File: src/hdl/tsct_pkg.sv
// Package for the connection table: command, status, reply, segment type and state codes,
// and the packed input and result word types. No dependencies.
`timescale 1ns / 1ps
package tsct_pkg;
    localparam logic [2:0] CMD_OPEN    = 3'd0;
    localparam logic [2:0] CMD_LISTEN  = 3'd1;
    localparam logic [2:0] CMD_SEGMENT = 3'd2;
    localparam logic [2:0] CMD_CONSUME = 3'd3;
    localparam logic [2:0] CMD_RELEASE = 3'd4;
    localparam logic [2:0] CMD_TICK    = 3'd5;

    localparam logic [2:0] STS_OK      = 3'd0;
    localparam logic [2:0] STS_FULL    = 3'd1;
    localparam logic [2:0] STS_NO_DEST = 3'd2;
    localparam logic [2:0] STS_SHORT   = 3'd3;
    localparam logic [2:0] STS_OPEN    = 3'd4;

    localparam logic [1:0] RPL_NONE    = 2'd0;
    localparam logic [1:0] RPL_SYNACK  = 2'd1;
    localparam logic [1:0] RPL_FINACK  = 2'd2;
    localparam logic [1:0] RPL_DATAACK = 2'd3;

    localparam logic [1:0] SEG_SYN   = 2'd0;
    localparam logic [1:0] SEG_DATA  = 2'd1;
    localparam logic [1:0] SEG_FIN   = 2'd2;
    localparam logic [1:0] SEG_OTHER = 2'd3;

    localparam logic [1:0] CS_CLOSED = 2'd0;
    localparam logic [1:0] CS_LISTEN = 2'd1;
    localparam logic [1:0] CS_CONN   = 2'd2;
    localparam logic [1:0] CS_CWAIT  = 2'd3;

    typedef struct packed {
        logic [2:0]  command;
        logic [2:0]  socket;
        logic [15:0] port;
        logic [15:0] client_port;
        logic [7:0]  src_node;
        logic [1:0]  seg_type;
        logic [31:0] seq_num;
        logic [12:0] amount;
    } in_word_t;

    typedef struct packed {
        logic [2:0]  status;
        logic [2:0]  slot;
        logic [1:0]  reply_type;
        logic [7:0]  reply_node;
        logic [15:0] reply_dst_port;
        logic [15:0] reply_src_port;
        logic [31:0] ack_number;
    } out_word_t;
endpackage

File: src/hdl/tsct_ram.sv
// Generic single-port-write, single-read RAM with a registered read.
// No dependencies.
`timescale 1ns / 1ps
module tsct_ram #(
    parameter int WIDTH = 8,
    parameter int DEPTH = 8
) (
    input  logic                     clk,
    input  logic                     we,
    input  logic [$clog2(DEPTH)-1:0] waddr,
    input  logic [WIDTH-1:0]         wdata,
    input  logic [$clog2(DEPTH)-1:0] raddr,
    output logic [WIDTH-1:0]         rdata
);
    logic [WIDTH-1:0] mem [DEPTH];

    always_ff @(posedge clk)
    begin
        if (we)
        begin
            mem[waddr] <= wdata;
        end
        rdata <= mem[raddr];
    end
endmodule

File: src/hdl/transport_server_connection_table_core.sv
// Connection table top level: control sequencer over one entry RAM.
// Depends on tsct_pkg and tsct_ram.
`timescale 1ns / 1ps
// Sequence: open and unused commands go from scan straight to done; listen,
// consume and release read their slot in scan, then eval and done; tick walks
// every slot in scan; segment walks the slots to the first match, then eval.
// Throughput: one word at a time; busy holds through the done cycle, so a new
// word is taken only after the last result, with the scan pace set by the
// single read port of the entry RAM walked one slot per cycle.
// Reset: all slots invalid, close_wait_ticks = 1. The receiver cannot stall:
// done pulses for one cycle with the result word.
module transport_server_connection_table_core #(
    parameter int SLOTS     = 8,
    parameter int BUF_BYTES = 4096
) (
    input  logic                clk,
    input  logic                rst_n,
    input  logic                start,
    input  tsct_pkg::in_word_t  cmd_in,
    output logic                busy,
    output logic                done,
    output tsct_pkg::out_word_t result,
    input  logic                cfg_we,
    input  logic [15:0]         cfg_wdata
);
    localparam int AW = (SLOTS > 1) ? $clog2(SLOTS) : 1;
    localparam int RD = (SLOTS > 1) ? SLOTS : 2;
    localparam int EW = 2 + 16 + 16 + 8 + 32 + 13 + 16;
    localparam int CW = $clog2(SLOTS + 1);

    // entry layout: state, local, peer port, peer node, exp seq, buffered, countdown
    typedef struct packed {
        logic [1:0]  st;
        logic [15:0] lport;
        logic [15:0] pport;
        logic [7:0]  pnode;
        logic [31:0] eseq;
        logic [12:0] buf_b;
        logic [15:0] cdown;
    } entry_t;

    localparam logic [2:0] S_IDLE = 3'd0;
    localparam logic [2:0] S_SCAN = 3'd1;  // issue reads, one slot a cycle
    localparam logic [2:0] S_EVAL = 3'd2;  // single-slot modify and write back
    localparam logic [2:0] S_DONE = 3'd3;

    logic [2:0]  fsm_reg, fsm_next;
    logic [SLOTS-1:0] valid_reg, valid_next;
    logic [15:0] cwt_reg;
    tsct_pkg::in_word_t  cmd_reg;
    tsct_pkg::out_word_t res_reg, res_next;
    logic [CW-1:0] idx_reg, idx_next;     // read issue pointer
    logic [CW-1:0] ridx_reg;              // index of data now on rdata
    logic          rv_reg;                // rdata valid for ridx
    logic [AW-1:0] hit_reg, hit_next;

    logic          we;
    logic [AW-1:0] waddr, raddr;
    entry_t        wdata, rdata;
    logic [EW-1:0] rbits;

    assign rdata = entry_t'(rbits);

    tsct_ram #(.WIDTH(EW), .DEPTH(RD)) u_ram (
        .clk(clk), .we(we), .waddr(waddr), .wdata(EW'(wdata)),
        .raddr(raddr), .rdata(rbits)
    );

    logic [AW-1:0] sock_a;
    logic          sock_ok;
    logic [AW-1:0] free_idx;
    logic          free_any;
    logic [31:0]   room;

    assign sock_a  = AW'(cmd_reg.socket);
    assign sock_ok = (int'(cmd_reg.socket) < SLOTS) && valid_reg[sock_a];
    assign busy    = (fsm_reg != S_IDLE);
    assign done    = (fsm_reg == S_DONE);
    assign result  = res_reg;
    assign room    = 32'(BUF_BYTES) - 32'(rdata.buf_b);

    always_comb
    begin
        free_any = 1'b0;
        free_idx = '0;
        for (int k = SLOTS - 1; k >= 0; k--)
        begin
            if (!valid_reg[k])
            begin
                free_any = 1'b1;
                free_idx = AW'(k);
            end
        end
    end

    // build a reply from the entry being written back
    function automatic tsct_pkg::out_word_t mk_reply(input tsct_pkg::out_word_t r,
                                                      input entry_t e,
                                                      input logic [1:0] t);
        tsct_pkg::out_word_t o;
        o = r;
        o.reply_type     = t;
        o.reply_node     = e.pnode;
        o.reply_dst_port = e.pport;
        o.reply_src_port = e.lport;
        o.ack_number     = (t == tsct_pkg::RPL_DATAACK) ? e.eseq : 32'd0;
        return o;
    endfunction

    always_comb
    begin
        entry_t e;
        fsm_next   = fsm_reg;
        valid_next = valid_reg;
        res_next   = res_reg;
        idx_next   = idx_reg;
        hit_next   = hit_reg;
        we         = 1'b0;
        waddr      = hit_reg;
        wdata      = rdata;
        raddr      = idx_reg[AW-1:0];
        e          = rdata;
        case (fsm_reg)
            S_IDLE:
            begin
                if (start)
                begin
                    fsm_next = S_SCAN;
                    idx_next = '0;
                    res_next = '0;
                end
            end
            S_SCAN:
            begin
                case (cmd_reg.command)
                    tsct_pkg::CMD_OPEN:
                    begin
                        // no read needed: write the fresh entry
                        if (!free_any)
                        begin
                            res_next.status = tsct_pkg::STS_FULL;
                        end
                        else
                        begin
                            we = 1'b1;
                            waddr = free_idx;
                            wdata = '{st: tsct_pkg::CS_CLOSED, lport: cmd_reg.port,
                                      pport: 16'd0, pnode: 8'hFF, eseq: 32'd0,
                                      buf_b: 13'd0, cdown: 16'd0};
                            valid_next[free_idx] = 1'b1;
                            res_next.slot = 3'(free_idx);
                        end
                        fsm_next = S_DONE;
                    end
                    tsct_pkg::CMD_LISTEN, tsct_pkg::CMD_CONSUME, tsct_pkg::CMD_RELEASE:
                    begin
                        if (!sock_ok)
                        begin
                            res_next.status = tsct_pkg::STS_NO_DEST;
                            fsm_next = S_DONE;
                        end
                        else
                        begin
                            raddr = sock_a;
                            hit_next = sock_a;
                            res_next.slot = cmd_reg.socket;
                            fsm_next = S_EVAL;
                        end
                    end
                    tsct_pkg::CMD_SEGMENT, tsct_pkg::CMD_TICK:
                    begin
                        // pipeline: issue read idx, inspect ridx
                        if (rv_reg && valid_reg[ridx_reg[AW-1:0]])
                        begin
                            if (cmd_reg.command == tsct_pkg::CMD_SEGMENT)
                            begin
                                if (rdata.lport == cmd_reg.port)
                                begin
                                    hit_next = ridx_reg[AW-1:0];
                                    fsm_next = S_EVAL;
                                end
                            end
                            else if (rdata.st == tsct_pkg::CS_CWAIT)
                            begin
                                we = 1'b1;
                                waddr = ridx_reg[AW-1:0];
                                if (rdata.cdown != 16'd0)
                                begin
                                    e.cdown = rdata.cdown - 16'd1;
                                end
                                if (e.cdown == 16'd0)
                                begin
                                    e.st = tsct_pkg::CS_CLOSED;
                                end
                                wdata = e;
                            end
                        end
                        if (fsm_next == S_SCAN)
                        begin
                            if (idx_reg == CW'(SLOTS))
                            begin
                                if (!rv_reg || ridx_reg == CW'(SLOTS - 1))
                                begin
                                    if (cmd_reg.command == tsct_pkg::CMD_SEGMENT)
                                    begin
                                        res_next.status = tsct_pkg::STS_NO_DEST;
                                    end
                                    fsm_next = S_DONE;
                                end
                            end
                            else
                            begin
                                idx_next = idx_reg + CW'(1);
                            end
                        end
                        if (fsm_next == S_EVAL)
                        begin
                            raddr = hit_next;  // re-read the hit slot for the evaluation cycle
                        end
                    end
                    default:
                    begin
                        fsm_next = S_DONE;
                    end
                endcase
            end
            S_EVAL:
            begin
                fsm_next = S_DONE;
                res_next.slot = 3'(hit_reg);
                case (cmd_reg.command)
                    tsct_pkg::CMD_LISTEN:
                    begin
                        we = 1'b1;
                        e.st = tsct_pkg::CS_LISTEN;
                        wdata = e;
                    end
                    tsct_pkg::CMD_CONSUME:
                    begin
                        if (cmd_reg.amount <= rdata.buf_b)
                        begin
                            we = 1'b1;
                            e.buf_b = rdata.buf_b - cmd_reg.amount;
                            wdata = e;
                        end
                        else
                        begin
                            res_next.status = tsct_pkg::STS_SHORT;
                        end
                    end
                    tsct_pkg::CMD_RELEASE:
                    begin
                        if (rdata.st != tsct_pkg::CS_CLOSED)
                        begin
                            res_next.status = tsct_pkg::STS_OPEN;
                        end
                        else
                        begin
                            valid_next[hit_reg] = 1'b0;
                        end
                    end
                    default:
                    begin
                        // segment dispatch on the matched slot
                        case (rdata.st)
                            tsct_pkg::CS_LISTEN:
                            begin
                                if (cmd_reg.seg_type == tsct_pkg::SEG_SYN)
                                begin
                                    e.st = tsct_pkg::CS_CONN;
                                    e.pport = cmd_reg.client_port;
                                    e.pnode = cmd_reg.src_node;
                                    we = 1'b1;
                                    res_next = mk_reply(res_next, e, tsct_pkg::RPL_SYNACK);
                                end
                            end
                            tsct_pkg::CS_CONN:
                            begin
                                if (cmd_reg.client_port == rdata.pport)
                                begin
                                    if (cmd_reg.seg_type == tsct_pkg::SEG_SYN)
                                    begin
                                        e.eseq = cmd_reg.seq_num;
                                        we = 1'b1;
                                        res_next = mk_reply(res_next, e,
                                                            tsct_pkg::RPL_SYNACK);
                                    end
                                    else if (cmd_reg.seg_type == tsct_pkg::SEG_DATA)
                                    begin
                                        if (cmd_reg.seq_num != rdata.eseq)
                                        begin
                                            res_next = mk_reply(res_next, e,
                                                                tsct_pkg::RPL_DATAACK);
                                        end
                                        else if (room >= 32'(cmd_reg.amount))
                                        begin
                                            e.buf_b = rdata.buf_b + cmd_reg.amount;
                                            e.eseq = rdata.eseq + 32'(cmd_reg.amount);
                                            we = 1'b1;
                                            res_next = mk_reply(res_next, e,
                                                                tsct_pkg::RPL_DATAACK);
                                        end
                                    end
                                    else if (cmd_reg.seg_type == tsct_pkg::SEG_FIN)
                                    begin
                                        e.st = tsct_pkg::CS_CWAIT;
                                        e.cdown = cwt_reg;
                                        we = 1'b1;
                                        res_next = mk_reply(res_next, e,
                                                            tsct_pkg::RPL_FINACK);
                                    end
                                end
                            end
                            tsct_pkg::CS_CWAIT:
                            begin
                                if (cmd_reg.client_port == rdata.pport &&
                                    cmd_reg.seg_type == tsct_pkg::SEG_FIN)
                                begin
                                    e.cdown = cwt_reg;
                                    we = 1'b1;
                                    res_next = mk_reply(res_next, e, tsct_pkg::RPL_FINACK);
                                end
                            end
                            default:
                            begin
                            end
                        endcase
                        wdata = e;
                    end
                endcase
            end
            S_DONE:
            begin
                fsm_next = S_IDLE;
            end
            default:
            begin
                fsm_next = S_IDLE;
            end
        endcase
    end

    always_ff @(posedge clk or negedge rst_n)
    begin
        if (!rst_n)
        begin
            fsm_reg   <= S_IDLE;
            valid_reg <= '0;
            cwt_reg   <= 16'd1;
            idx_reg   <= '0;
            ridx_reg  <= '0;
            rv_reg    <= 1'b0;
            hit_reg   <= '0;
        end
        else
        begin
            fsm_reg   <= fsm_next;
            valid_reg <= valid_next;
            idx_reg   <= idx_next;
            hit_reg   <= hit_next;
            // read data tracks the address issued this cycle during a scan
            rv_reg    <= (fsm_reg == S_SCAN) && (fsm_next == S_SCAN) &&
                         (idx_reg != CW'(SLOTS));
            ridx_reg  <= idx_reg;
            if (cfg_we)
            begin
                cwt_reg <= cfg_wdata;
            end
        end
    end

    always_ff @(posedge clk)
    begin
        if (fsm_reg == S_IDLE && start)
        begin
            cmd_reg <= cmd_in;
        end
        res_reg <= res_next;
    end

    // a result strobe always follows a busy period
    a_done_after_busy: assert property (@(posedge clk) disable iff (!rst_n)
        done |-> $past(busy)) else $error("done without busy");
    // done is a single-cycle strobe
    a_done_pulse: assert property (@(posedge clk) disable iff (!rst_n)
        done |=> !done) else $error("done held");
    // no entry written while idle
    a_no_idle_write: assert property (@(posedge clk) disable iff (!rst_n)
        (fsm_reg == S_IDLE) |-> !we) else $error("RAM write while idle");
endmodule

File: config.mk
export PLATFORM = sky130hd
export DESIGN_NAME = transport_server_connection_table_core
export DESIGN_NICKNAME = d
export VERILOG_FILES = /design/src/hdl/tsct_pkg.sv /design/src/hdl/tsct_ram.sv /design/src/hdl/transport_server_connection_table_core.sv
export SDC_FILE = /design/constraint.sdc
export NUM_CORES = 2
export LEC_CHECK = 0
export BUFFER_PORTS_ARGS = -buffer_cell sky130_fd_sc_hd__buf_2
export CORE_MARGIN = 2
export CORE_UTILIZATION = 56
export CTS_CLUSTER_DIAMETER = 100
export CTS_CLUSTER_SIZE = 12
export DETAILED_ROUTE_END_ITERATION = 16
export MAX_ROUTING_LAYER = met4
export PLACE_DENSITY_LB_ADDON = 0.3
export SETUP_SLACK_MARGIN = 0.3
export SLEW_MARGIN = 25
export SYNTH_ARGS = -nofsm -noshare
export SYNTH_HDL_FRONTEND = slang
export SYNTH_HIERARCHICAL = 1
export SYNTH_SLANG_ARGS = --single-unit
File: constraint.sdc
create_clock -name clk -period 9.75 [get_ports clk]
set_input_delay 0 -clock clk [delete_from_list [all_inputs] [get_ports clk]]
set_output_delay 0 -clock clk [all_outputs]
set_load 0.05 [all_outputs]
==> impl_metrics.tcl <==
set metrics [dict create \
    power_density_nw_per_um2 253 \
    largest_reg_flops 824 \
    worstPathMaxFanout 113 \
    ys_types 84 \
    max-vdd-ir-drop_mv 0.280 \
    hold_violations 0 \
    gp_congestion 0.963 \
    cts_tree "yes" \
    syn_to_final_growth_pct 14.0 \
    gr-total-overflow 0 \
    synth_area_leaders "edfxtp_1 62%, mux4_2 9.7%, dfxtp_1 4.2%, nand2_1 2.2%, dfrtp_1 2.0%" \
    ys_seq_elements 1139 \
    setup_tns_ns 0 \
    wirelength_um 124000 \
    cts_root_buf "clkbuf_16" \
    post-route-min-period_ns 5.79 \
    route.met2.wl_um 60600 \
    coreArea_um2 85500 \
    vias 28900 \
    synth_ff_type "edfxtp_1" \
    leakage_nw 18.5 \
    hpwl_um 71300 \
    htree_levels 3 \
    numClockSinks 1139 \
    grt_max_degree 140 \
    final_util 0.647 \
    fin_cells 4593 \
    netlist.area_leader.share 0.617 \
    fin_hold_ws_ns 0.0331 \
    start_util 0.567 \
    grtUsageTotal 0.288 \
    die_h_um 298 \
    die_w_um 298 \
    syn-num-nets 3202 \
    final_antenna_net_count 0 \
    drive_gt1_frac 0.210 \
    maxSlewViolCount 0 \
    cts_resized 0 \
    drc_errors 0 \
    placed_cells 4249 \
    synth-edff-count 997 \
    firstDrtPassIters 5 \
    final.setup_skew_ns 0.0648 \
    routed.top_layer "met4" \
    status "complete, no violations" \
    yosys_warnings 6 \
    cts_inserted_buffers 105 \
    post-route-period-util 0.594 \
    yosysTopAreaCell "edfxtp_1" \
    mostFrequentLayoutCells "997 x edfxtp_1, 290 x nand2_1, 208 x mux4_2, 194 x buf_2, 146 x dlygate4sd3_1" \
    max_freq_ghz 0.173 \
    max_cap_violations 0 \
    seq_area_um2 33000 \
    grt_pass1_wl_um 186000 \
    rows 107 \
    layout.nets 3535 \
    worstHoldPathType "in -> reg" \
    nFillCells 5837 \
    worstPathRequired_ns 10.31 \
    wl_per_cell_um 26.9 \
    clk_latency_ns 0.70 \
    syn_area_per_cell_um2 16.0 \
    start_kind "register" \
    clockBufferDepth 3 \
    wl_met3_um 9020 \
    portBuffers 194 \
    ctsHoldBuffers 146 \
    io_pins 195 \
    grt_pass1_vias 29400 \
    async_reset_ff_frac 0.0342 \
    postCtsSetupRepairBufs 0 \
    relSlewSlack 0.304 \
    crit_path_end_kind "register" \
    path_clk_slew_ns 0.07 \
    finalSetupViolCount 0 \
    layout_commonest_cell "edfxtp_1" \
    worst_pin_slew_ns 1.04 \
    die-area_um2 89000 \
    crit_type "reg -> reg" \
    antenna_found_initial 1 \
    wl_met1_um 49700 \
    multi_input_area_um2 14600 \
    viasPerCell 6.30 \
    fin_total_pwr_mw 14.0 \
    rsz0062_at_grt "no" \
    syn_inst 3026 \
    yosysSeqAreaShare 0.680 \
    syn_area_um2 48500 \
    drt_iter0_markers 3276 \
    worstPathArrival_ns 6.35 \
]
-- layer usage --
| metal | vias up | global-route usage |
|---|---|---|
| met3 | 290 | 0.0358 |
| met1 | 14700 | 0.386 |
| li1 | 12500 | - |
| met2 | 1448 | 0.461 |
| met5 | - | - |
| met4 | 0 | 0.0987 |
-- power by group --
| group | total [mW] | internal (mW) | leakage, nW | switching [mW] |
|---|---|---|---|---|
| combinational | 3.58 | 1.45 | 6.66 | 2.12 |
| sequential | 6.60 | 6.15 | 10.4 | 0.454 |
| clock | 3.82 | 2.08 | 1.48 | 1.74 |
-- cell families after synthesis --
logic type | after synthesis | share of synthesized area
buf+inv | 218 | 0.0225
compound gates | 439 | 0.0599
fa+ha+maj | 63 | 0.0167
other cells | 1 | 0.0000773
flops | 1139 | 0.680
xor+xnor | 128 | 0.0231
mux | 339 | 0.132
simple gates | 699 | 0.0666
-- metrics by stage --
| stage | cell area (um2) | setup slack, ns |
|---|---|---|
| after CTS | 55300 | 3.91 |
| after global routing | 55300 | 3.58 |
| after detailed placement | 50700 | 4.04 |
| after global placement | 50700 | 4.20 |
| final | 55300 | 3.96 |
| after floorplan | 48500 | 1.76 |
-- synthesized netlist by cell type (all sizes together) (6+ instances only) --
library cell	instances
o211ai	10
inv	61
buf	59
a221o	13
a31oi	26
mux2	122
a211oi	27
clkbuf	98
o22a	14
nand2b	20
a21oi	125
nand4	26
or3	12
o21ai	81
nor3	47
edfxtp	997
a211o	9
mux4	208
a21o	13
nor4	14
nor2	138
ha	60
o221ai	9
and2	28
o2111ai	7
o21a	9
o22ai	17
o31a	7
nor3b	6
mux2i	9
xnor2	86
dfrtp	38
or2	12
nand3	61
xor2	42
and3	12
dfxtp	103
a22oi	13
nor2b	12
nand2	290
-- area by class of cell --
type,count,area share
multi-input cells,1669,0.264
diodes,1,0.0000452
clock inverters,6,0.00210
repair buffers,383,0.0527
clock buffers,190,0.0544
well taps,1144,0.0259
flip-flops and latches,1139,0.596
inverters,61,0.00418
-- critical path: stages (launching register included) --
cell	delay, ns
edfxtp_1	0.59
inv_1	0.21
nand3_1	0.22
nand2_1	0.59
o21ai_0	1.02
nand2b_1	0.34
nand2_1	0.13
o21ai_4	0.09
buf_12	0.60
buf_12	0.79
mux4_2	0.61
mux2_2	0.28
-- final timing paths --
| check | startpoint | to | slack, ns | cells past startpoint |
|---|---|---|---|---|
| max in group asynchronous | rst_n | valid_reg[6] | 9.15 | 4 |
| max reg2reg | cmd_reg[91] | u_ram/rdata[66] | 3.96 | 11 |
| min reg2reg | idx_reg[3] | ridx_reg[3] | 0.43 | 0 |
| min in group asynchronous | rst_n | cwt_reg[0] | 0.37 | 3 |
| max | cmd_reg[91] | u_ram/rdata[66] | 3.96 | 11 |
| min | cmd_in[75] | cmd_reg[75] | 0.03 | 2 |
Note: power is estimated with default switching activity, not from simulation.
